--- config.mk ---
export PLATFORM = sky130hd
export DESIGN_NAME = biq_front
export DESIGN_NICKNAME = d
export VERILOG_FILES = /design/src/rtl/biq_pkg.sv /design/src/rtl/biq_queue.sv /design/src/rtl/biq_front.sv
export SDC_FILE = /design/constraint.sdc
export NUM_CORES = 1
export LEC_CHECK = 0
export ABC_AREA = 1
export ABC_CLOCK_PERIOD_IN_PS = 4400
export BUFFER_PORTS_ARGS = -buffer_cell sky130_fd_sc_hd__buf_2
export CORE_MARGIN = 8
export CORE_UTILIZATION = 52
export CTS_CLUSTER_SIZE = 12
export DETAILED_ROUTE_END_ITERATION = 7
export HOLD_SLACK_MARGIN = 0.1
export MAX_ROUTING_LAYER = met4
export PLACE_DENSITY_LB_ADDON = 0.12
export SYNTH_ARGS = -nofsm -noshare
export SYNTH_HDL_FRONTEND = slang
export SYNTH_SLANG_ARGS = --single-unit
--- constraint.sdc ---
create_clock -name i_clk -period 4.4 [get_ports i_clk]
set_clock_uncertainty 0.05 [all_clocks]
set_input_delay 0.44 -clock i_clk [delete_from_list [all_inputs] [get_ports i_clk]]
set_output_delay 0.44 -clock i_clk [all_outputs]
set_load 0.01 [all_outputs]
--- src/rtl/biq_pkg.sv ---
`timescale 1ns / 1ps
// ----------------------------------------------------------------------------
// biq_pkg
// Shared word types, register indexes and queue depths of the biquad unit.
// ----------------------------------------------------------------------------
package biq_pkg;

    localparam int DATA_W     = 32;
    localparam int ACC_W      = 64;
    localparam int SHIFT_W    = 5;
    localparam int CHAN_IDX_W = 3;  // holds any channel index up to eight channels
    localparam int CFG_IDX_W  = 3;
    localparam int IN_DEPTH   = 2;
    localparam int OUT_DEPTH  = 4;

    localparam logic [CFG_IDX_W-1:0] CFG_COEF_B0    = 3'd0;
    localparam logic [CFG_IDX_W-1:0] CFG_COEF_B1    = 3'd1;
    localparam logic [CFG_IDX_W-1:0] CFG_COEF_B2    = 3'd2;
    localparam logic [CFG_IDX_W-1:0] CFG_COEF_A1    = 3'd3;
    localparam logic [CFG_IDX_W-1:0] CFG_COEF_A2    = 3'd4;
    localparam logic [CFG_IDX_W-1:0] CFG_POST_SHIFT = 3'd5;

    typedef struct packed {
        logic signed [DATA_W-1:0] sample_in;
        logic [1:0]               channel_sel;
        logic                     mix_enable;
        logic signed [DATA_W-1:0] mix_value;
        logic                     block_end;
    } t_in_word;

    typedef struct packed {
        logic signed [DATA_W-1:0] sample_out;
        logic                     block_end_out;
    } t_out_word;

    // classified sample as handed from the front to the back
    typedef struct packed {
        logic signed [DATA_W-1:0] x;
        logic signed [DATA_W-1:0] mixv;
        logic [CHAN_IDX_W-1:0]    chan;
        logic                     chan_ok;
        logic                     mix_en;
        logic                     bend;
    } t_task;

endpackage

--- src/rtl/biq_queue.sv ---
`timescale 1ns / 1ps
// ----------------------------------------------------------------------------
// biq_queue
// Small register queue with show-ahead read, generic width and depth.
// ----------------------------------------------------------------------------
module biq_queue #(
    parameter int WIDTH = 8,
    parameter int DEPTH = 2
) (
    input  logic             i_clk,
    input  logic             i_rst_n,
    input  logic             i_push,
    input  logic [WIDTH-1:0] i_data,
    output logic             o_full,
    input  logic             i_pop,
    output logic [WIDTH-1:0] o_data,
    output logic             o_empty
);
    localparam int AW = (DEPTH > 1) ? $clog2(DEPTH) : 1;
    localparam int CW = $clog2(DEPTH + 1);

    logic [WIDTH-1:0] r_mem [DEPTH];
    logic [AW-1:0]    r_wr, n_wr;
    logic [AW-1:0]    r_rd, n_rd;
    logic [CW-1:0]    r_cnt, n_cnt;
    logic             do_push, do_pop;

    assign o_full  = (r_cnt == CW'(DEPTH));
    assign o_empty = (r_cnt == '0);
    assign o_data  = r_mem[r_rd];
    assign do_push = i_push && !o_full;
    assign do_pop  = i_pop && !o_empty;

    always_comb begin
        n_wr  = r_wr;
        n_rd  = r_rd;
        n_cnt = r_cnt;
        if (do_push) begin
            n_wr = (r_wr == AW'(DEPTH - 1)) ? '0 : r_wr + 1'b1;
        end
        if (do_pop) begin
            n_rd = (r_rd == AW'(DEPTH - 1)) ? '0 : r_rd + 1'b1;
        end
        if (do_push && !do_pop) begin
            n_cnt = r_cnt + 1'b1;
        end else if (do_pop && !do_push) begin
            n_cnt = r_cnt - 1'b1;
        end
    end

    always_ff @(posedge i_clk) begin
        if (!i_rst_n) begin
            r_wr  <= '0;
            r_rd  <= '0;
            r_cnt <= '0;
        end else begin
            r_wr  <= n_wr;
            r_rd  <= n_rd;
            r_cnt <= n_cnt;
        end
    end

    always_ff @(posedge i_clk) begin
        if (do_push) begin
            r_mem[r_wr] <= i_data;
        end
    end

endmodule

--- src/rtl/biq_front.sv ---
`timescale 1ns / 1ps
// ----------------------------------------------------------------------------
// biq_front
// Accepts input words, sign-extends samples, checks the channel and queues
// the classified sample for the back.
// ----------------------------------------------------------------------------
module biq_front #(
    parameter int CHANNEL_COUNT = 3,
    parameter int SAMPLE_WIDTH  = 32
) (
    input  logic              i_clk,
    input  logic              i_rst_n,
    input  logic              i_push,
    input  biq_pkg::t_in_word i_data,
    output logic              o_full,
    input  logic              i_take,
    output biq_pkg::t_task    o_task,
    output logic              o_task_vld
);
    import biq_pkg::*;

    t_task cls;
    logic  q_empty;

    always_comb begin
        cls.x       = DATA_W'($signed(i_data.sample_in[SAMPLE_WIDTH-1:0]));
        cls.mixv    = DATA_W'($signed(i_data.mix_value[SAMPLE_WIDTH-1:0]));
        cls.chan    = CHAN_IDX_W'(i_data.channel_sel);
        cls.chan_ok = (32'(i_data.channel_sel) < CHANNEL_COUNT);
        cls.mix_en  = i_data.mix_enable;
        cls.bend    = i_data.block_end;
    end

    biq_queue #(
        .WIDTH ($bits(t_task)),
        .DEPTH (IN_DEPTH)
    ) u_in_queue (
        .i_clk   (i_clk),
        .i_rst_n (i_rst_n),
        .i_push  (i_push),
        .i_data  (cls),
        .o_full  (o_full),
        .i_pop   (i_take),
        .o_data  (o_task),
        .o_empty (q_empty)
    );

    assign o_task_vld = !q_empty;

endmodule

# == Yosys cells after proc, flatten, opt, wreduce, memory -nomap -nowiden ==
# Memory sizes are Yosys's and may differ from the RTL's. A register that Yosys moved wholly into a read port is not among the register bits.
# Cells that the tools add are included.
# totals
regBits,4
ram_bits,138
inputBits,72
out_inout_bits,72
word_cells,28
memories,1
# classes
add_sub_neg,4
order_cmp,1
eq_ne,1
muxes,8
reduce_logical,10
# mem_list
memory,depth,word_bits,rd,rd_ports_with_merged_regs,write_ports,line,source
u_in_queue.r_mem,2,69,1,1,1,biq_queue.sv:22,logic [WIDTH-1:0] r_mem [DEPTH];
# ops
operator,n
1-bit 2-to-1 mux,6
1-bit logical AND,4
1-bit logical NOT,4
2-bit 2-to-1 mux,2
"1-bit adder, second input constant",2
"2-bit by 1-bit adder with 2-bit output, second input constant",1
"2-bit equality test, second input constant",1
2-bit logical NOT,1
"2-bit < comparator, second input constant",1
2-bit nonzero test,1
"2-bit by 1-bit subtractor with 2-bit output, second input constant",1

# == Depth between registers and ports, before layout ==
# depth
word_depth,7
depth_mapped,10
depth_no_buf,10

# == By module ==
# A second synthesis with hierarchy kept.
# hier_totals
hier_cells,259
hier_area_um2,5662.9
# modules_own_cells
mod,n_inst,cells_per_inst,area_per_inst_um2,seq_area_each_um2
biq_queue,1,256,5651.7,4304.1
biq_front,1,3,11.3,0.0

# == Worst setup path after synthesis ==
# OpenSTA, ideal clock, no wires.
# synth_path
path_type,input port to flip-flop
from,in i_push
to,"mem u_in_queue.r_mem[0][0] (netlist bit), enable pin"
setup_ns,0.497
arrival_ns,3.478
t_required_ns,3.853
slack_ns,0.375
path_stages,2
n_path_buf,0
cell_sequence,o21ai_0 -> nor2_1
# synth_between
elab_chain_cells,3
# synth_rtl
element,line,source
"start, declared",biq_front.sv:13,"input logic i_push,"
1-bit logical AND,biq_queue.sv:31,assign do_push = i_push && !o_full;
1-bit 2-to-1 mux,biq_queue.sv:64,if (do_push) begin
1-bit 2-to-1 mux (implied by the code),biq_queue.sv:65,r_mem[r_wr] <= i_data;
"end, declared",biq_queue.sv:22,
# No other way between the ends.

==> results_tabular.tex <==
\begin{tabular}{lr}
\hline
Metric & Value \\
\hline
\multicolumn{2}{l}{\textbf{Synthesis}} \\
Fraction of synthesis flops using an asynchronous set or reset pin & 0\% \\
Synth unique cells & 18 \\
Synthesis-stage register bit count & 143 \\
Post-synthesis sequential area ratio & 80.42\% \\
EDFF count, synth & $\sim$140 \\
Area of the mapped netlist & roughly 0.0053 sq mm \\
Post-synth net total & approximately 330 \\
Mean instance size in the synthesized netlist & between 20 and 25 sq um \\
Syn. warnings & 0 \\
Count of mapped cells out of synthesis & roughly 260 \\
Synth Flop Type & edfxtp\_1 \\
\multicolumn{2}{l}{\textbf{GRT}} \\
Global-route total usage across every layer & 16.63\% \\
Grt met3 use & under 10\% \\
Maximum number of pins on one net before global-route repair & 70 \\
Vias in the first global route & 3267 \\
Antenna violations before repair & 0 \\
GRT Max-Usage Layer & met2 \\
GRT met2 Usage & between 20\% and 30\% \\
GRT overflow & 0 \\
Met1 track demand over resource & about 18\% \\
Global-route wire length before repair & 15990 um \\
\multicolumn{2}{l}{\textbf{Floorplan}} \\
Num rows & 36 \\
Die area & around 0.014 sq mm \\
Die span in y & around 120 um \\
Initial Util & between 50\% and 60\% \\
Die Wd & between 100 and 150 um \\
I/O pins & between 100 and 150 \\
Core region area & between 0.009 and 0.01 sq mm \\
\multicolumn{2}{l}{\textbf{Worst setup path}} \\
Worst R2R End & u\_in\_queue.r\_mem[0][34] \\
Worst EP required & about 3.9 ns \\
Critical path's largest stage delay & 1.00 ns \\
Data arrival time at the worst-slack endpoint & $\sim$2.1 ns \\
Logic depth of the worst register-to-register path & 4 \\
Cell family with the largest share of critical-path delay & flip-flops \\
Crit path kind & reg2out \\
Cells along the critical path & mux2\_2 > buf\_2 \\
FF-to-FF setup slack & slightly above 2 ns \\
Buf+Inv Stages, Crit Path & 1 \\
Reg-to-Reg Start & u\_in\_queue.r\_cnt[1] \\
Cell with the biggest individual delay on the critical path & dfxtp\_4 \\
CP Launch Type & flop \\
Category of the worst setup path capture point & output pin \\
Worst Path Max Fanout & 69 \\
\multicolumn{2}{l}{\textbf{Layout}} \\
Share of post-route cells with drive strength above 1 & between 40\% and 50\% \\
Fill cells & $\sim$610 \\
Multi-input gate area in the final layout & 948.4 sq um \\
Post-route cell area & between 0.007 and 0.008 sq mm \\
Final nets & 550 \\
Area growth syn-to-layout & 40.49\% \\
Post-Route Utilization & between 70\% and 80\% \\
Sequential cell area in the final layout & roughly 0.0042 sq mm \\
Final cell count without fillers & just over 600 \\
Count of antenna diodes in the layout & 0 \\
\multicolumn{2}{l}{\textbf{Timing}} \\
Final setup violation count & 0 \\
Final sum of negative setup slack & 0 ns \\
Time the worst path needs with I/O delays and setup & about 2.6 ns \\
Final Max Slew Viols & 0 \\
Final Hold Vio Count & 0 \\
RSZ-0062 raised after global routing & no \\
Fmax & about 380 MHz \\
Worst max-slew margin expressed relative to the limit & between 30\% and 40\% \\
Worst-Margin Slew & 0.9778 ns \\
Final period utilization & between 50\% and 60\% \\
\multicolumn{2}{l}{\textbf{Clock tree}} \\
Deepest level of the CTS H-tree & 4 \\
Clock latency of the later-clocked register in the worst-skew pair & $\sim$0.5 ns \\
Number of buffers on the longest clock path & 2 \\
Number of sinks handled by clock tree synthesis & around 140 \\
Post-CTS sizing & 0 \\
Setup repair bufs after CTS & 0 \\
Clk pin slew, worst setup/hold paths & 0.06 ns \\
Inserted Clock Buffers & 17 \\
Count of hold buffers inserted by post-cts repair & between 60 and 70 \\
CTS Root Cell & clkbuf\_8 \\
Clock tree from TritonCTS & done \\
\multicolumn{2}{l}{\textbf{Pwr}} \\
Switching component of the power & 1.020 mW \\
Total power draw & slightly above 4 mW \\
Worst vdd ir & approximately 0.36 mV \\
Clk network pwr share & a little over a third \\
Power per cell area & 557.0 mW/mm\^{}2 \\
Leak Pwr & 2.864 nW \\
Share of total power in sequential cells & $\sim$45\% \\
Switching share of power & 24.70\% \\
Design internal power & just over 3 mW \\
Proportion of power drawn by combinational gates & between 20\% and 30\% \\
\multicolumn{2}{l}{\textbf{Placed design}} \\
Placer Congestion & 0.6979 \\
Post-placement cell count & 523 \\
\# port buffers & between 100 and 150 \\
Dpl hpwl & 6308 um \\
DP Area & 0.006118 sq mm \\
\multicolumn{2}{l}{\textbf{Hold path}} \\
Hold Crit Class & in2reg \\
Hold Path Sink & u\_in\_queue.r\_cnt[1] \\
Beginning of the worst hold path & i\_rst\_n \\
Count of cells along the worst hold path & 3 \\
\multicolumn{2}{l}{\textbf{Drt}} \\
Detailed router's first-iteration violation count & 210 \\
Post-Route WL & 10660 um \\
First-pass iteration count of the detailed router & 4 \\
Residual antenna-violating net count after detailed routing & 0 \\
Via count & about 3k \\
Average vias per placed instance & 4.795 \\
Count of unresolved DRC violations after routing & 0 \\
Detail-routed net length per standard cell & 17.12 um \\
\multicolumn{2}{l}{\textbf{Run}} \\
Max capacitance violation total & 0 \\
\multicolumn{2}{l}{\textbf{Outcome}} \\
Result of the run & finished clean \\
\hline
\end{tabular}
[routing by layer]
layer / share of wire, % / wire [um]
met1: 41 / 4377
met2: 52 / 5527
met3: 6.7 / 710
met4: 0.44 / 47
met5: 0 / 0
[tightest hold or removal path, cell delays in order]
cell and delay, ns:
buf_2 0.12, nand2_1 0.06, nor2_1 0.04
[cell usage after synthesis, types with 2 or more instances]
| cell type | number | share of area [%] |
|---|---|---|
| edfxtp_1 | 138 | 79 |
| nand2_1 | 8 | 0.57 |
| buf_2 | 5 | 0.47 |
| inv_1 | 8 | 0.57 |
| mux2_2 | 59 | 13 |
| nor2_1 | 9 | 0.64 |
| mux2_4 | 10 | 2.8 |
| o21ai_0 | 3 | 0.28 |
| dfxtp_1 | 5 | 1.9 |
| buf_6 | 2 | 0.43 |
[logic make-up after synthesis]
kind of cell / share of synthesized area, %
DFF: 80.42
buffers and inverters: 1.897
AOI/OAI and AO/OA: 0.5215
and+or+nand+nor: 1.422
adders and majority gates: 0.2370
other: 0.07106
muxes: 15.43
[layout make-up]
class / count / share of cell area, %
clock buffer: 19 / 5.687
clock inverter: 13 / 2.616
inverter: 8 / 0.4050
multi-input combinational: 95 / 12.79
sequential: 143 / 57.29
tap: 133 / 2.244
timing repair buffer: 212 / 18.97
[power groups by stage]
stage	registers [mW]	logic [mW]	clock network (mW)
final	1.84	0.825	1.46
after global routing	1.87	0.894	1.55
after CTS	1.85	0.835	1.49
after detailed placement	1.87	0.783	0
after global placement	1.86	0.781	0
after floorplan	1.80	0.555	0
[metrics by stage]
stage	setup WS [ns]	hold WS, ns
3_3_place_gp	1.976	0.4267
2_1_floorplan	0.3753	0.4169
6_report	1.790	0.1432
3_5_place_dp	1.951	0.4457
5_1_grt	1.663	0.1273
4_1_cts	1.716	0.1079
[registers in the layout, summed over array words and instances (netlist names), named ones only]
signal            flops
u_in_queue.r_cnt      2
u_in_queue.r_rd       1
u_in_queue.r_mem    138
u_in_queue.r_wr       1
[how the worst max path moves through the flow]
stage	start	endpoint	cells past startpoint
floorplan	i_push	u_in_queue.r_mem[0][0]	2
global placement	i_push	u_in_queue.r_mem[1][64]	4
detailed placement	i_push	u_in_queue.r_mem[1][60]	4
CTS	flop	o_task[2]	2
global route	flop	o_task[2]	2
finish	flop	o_task[56]	2
[cell usage in the layout (no fill, tap or decap), types with 2 or more instances in the layout]
master / count
nor2_1: 7
clkinv_1: 2
dlygate4sd3_1: 68
clkbuf_1: 2
mux2_2: 59
nand2_1: 8
bufinv_16: 5
buf_2: 142
nor2_4: 2
mux2_4: 10
dfxtp_1: 4
clkbuf_16: 16
edfxtp_1: 138
buf_4: 2
clkinv_2: 4
inv_1: 8
o21ai_0: 3
Power figures use the tool's default switching activity.
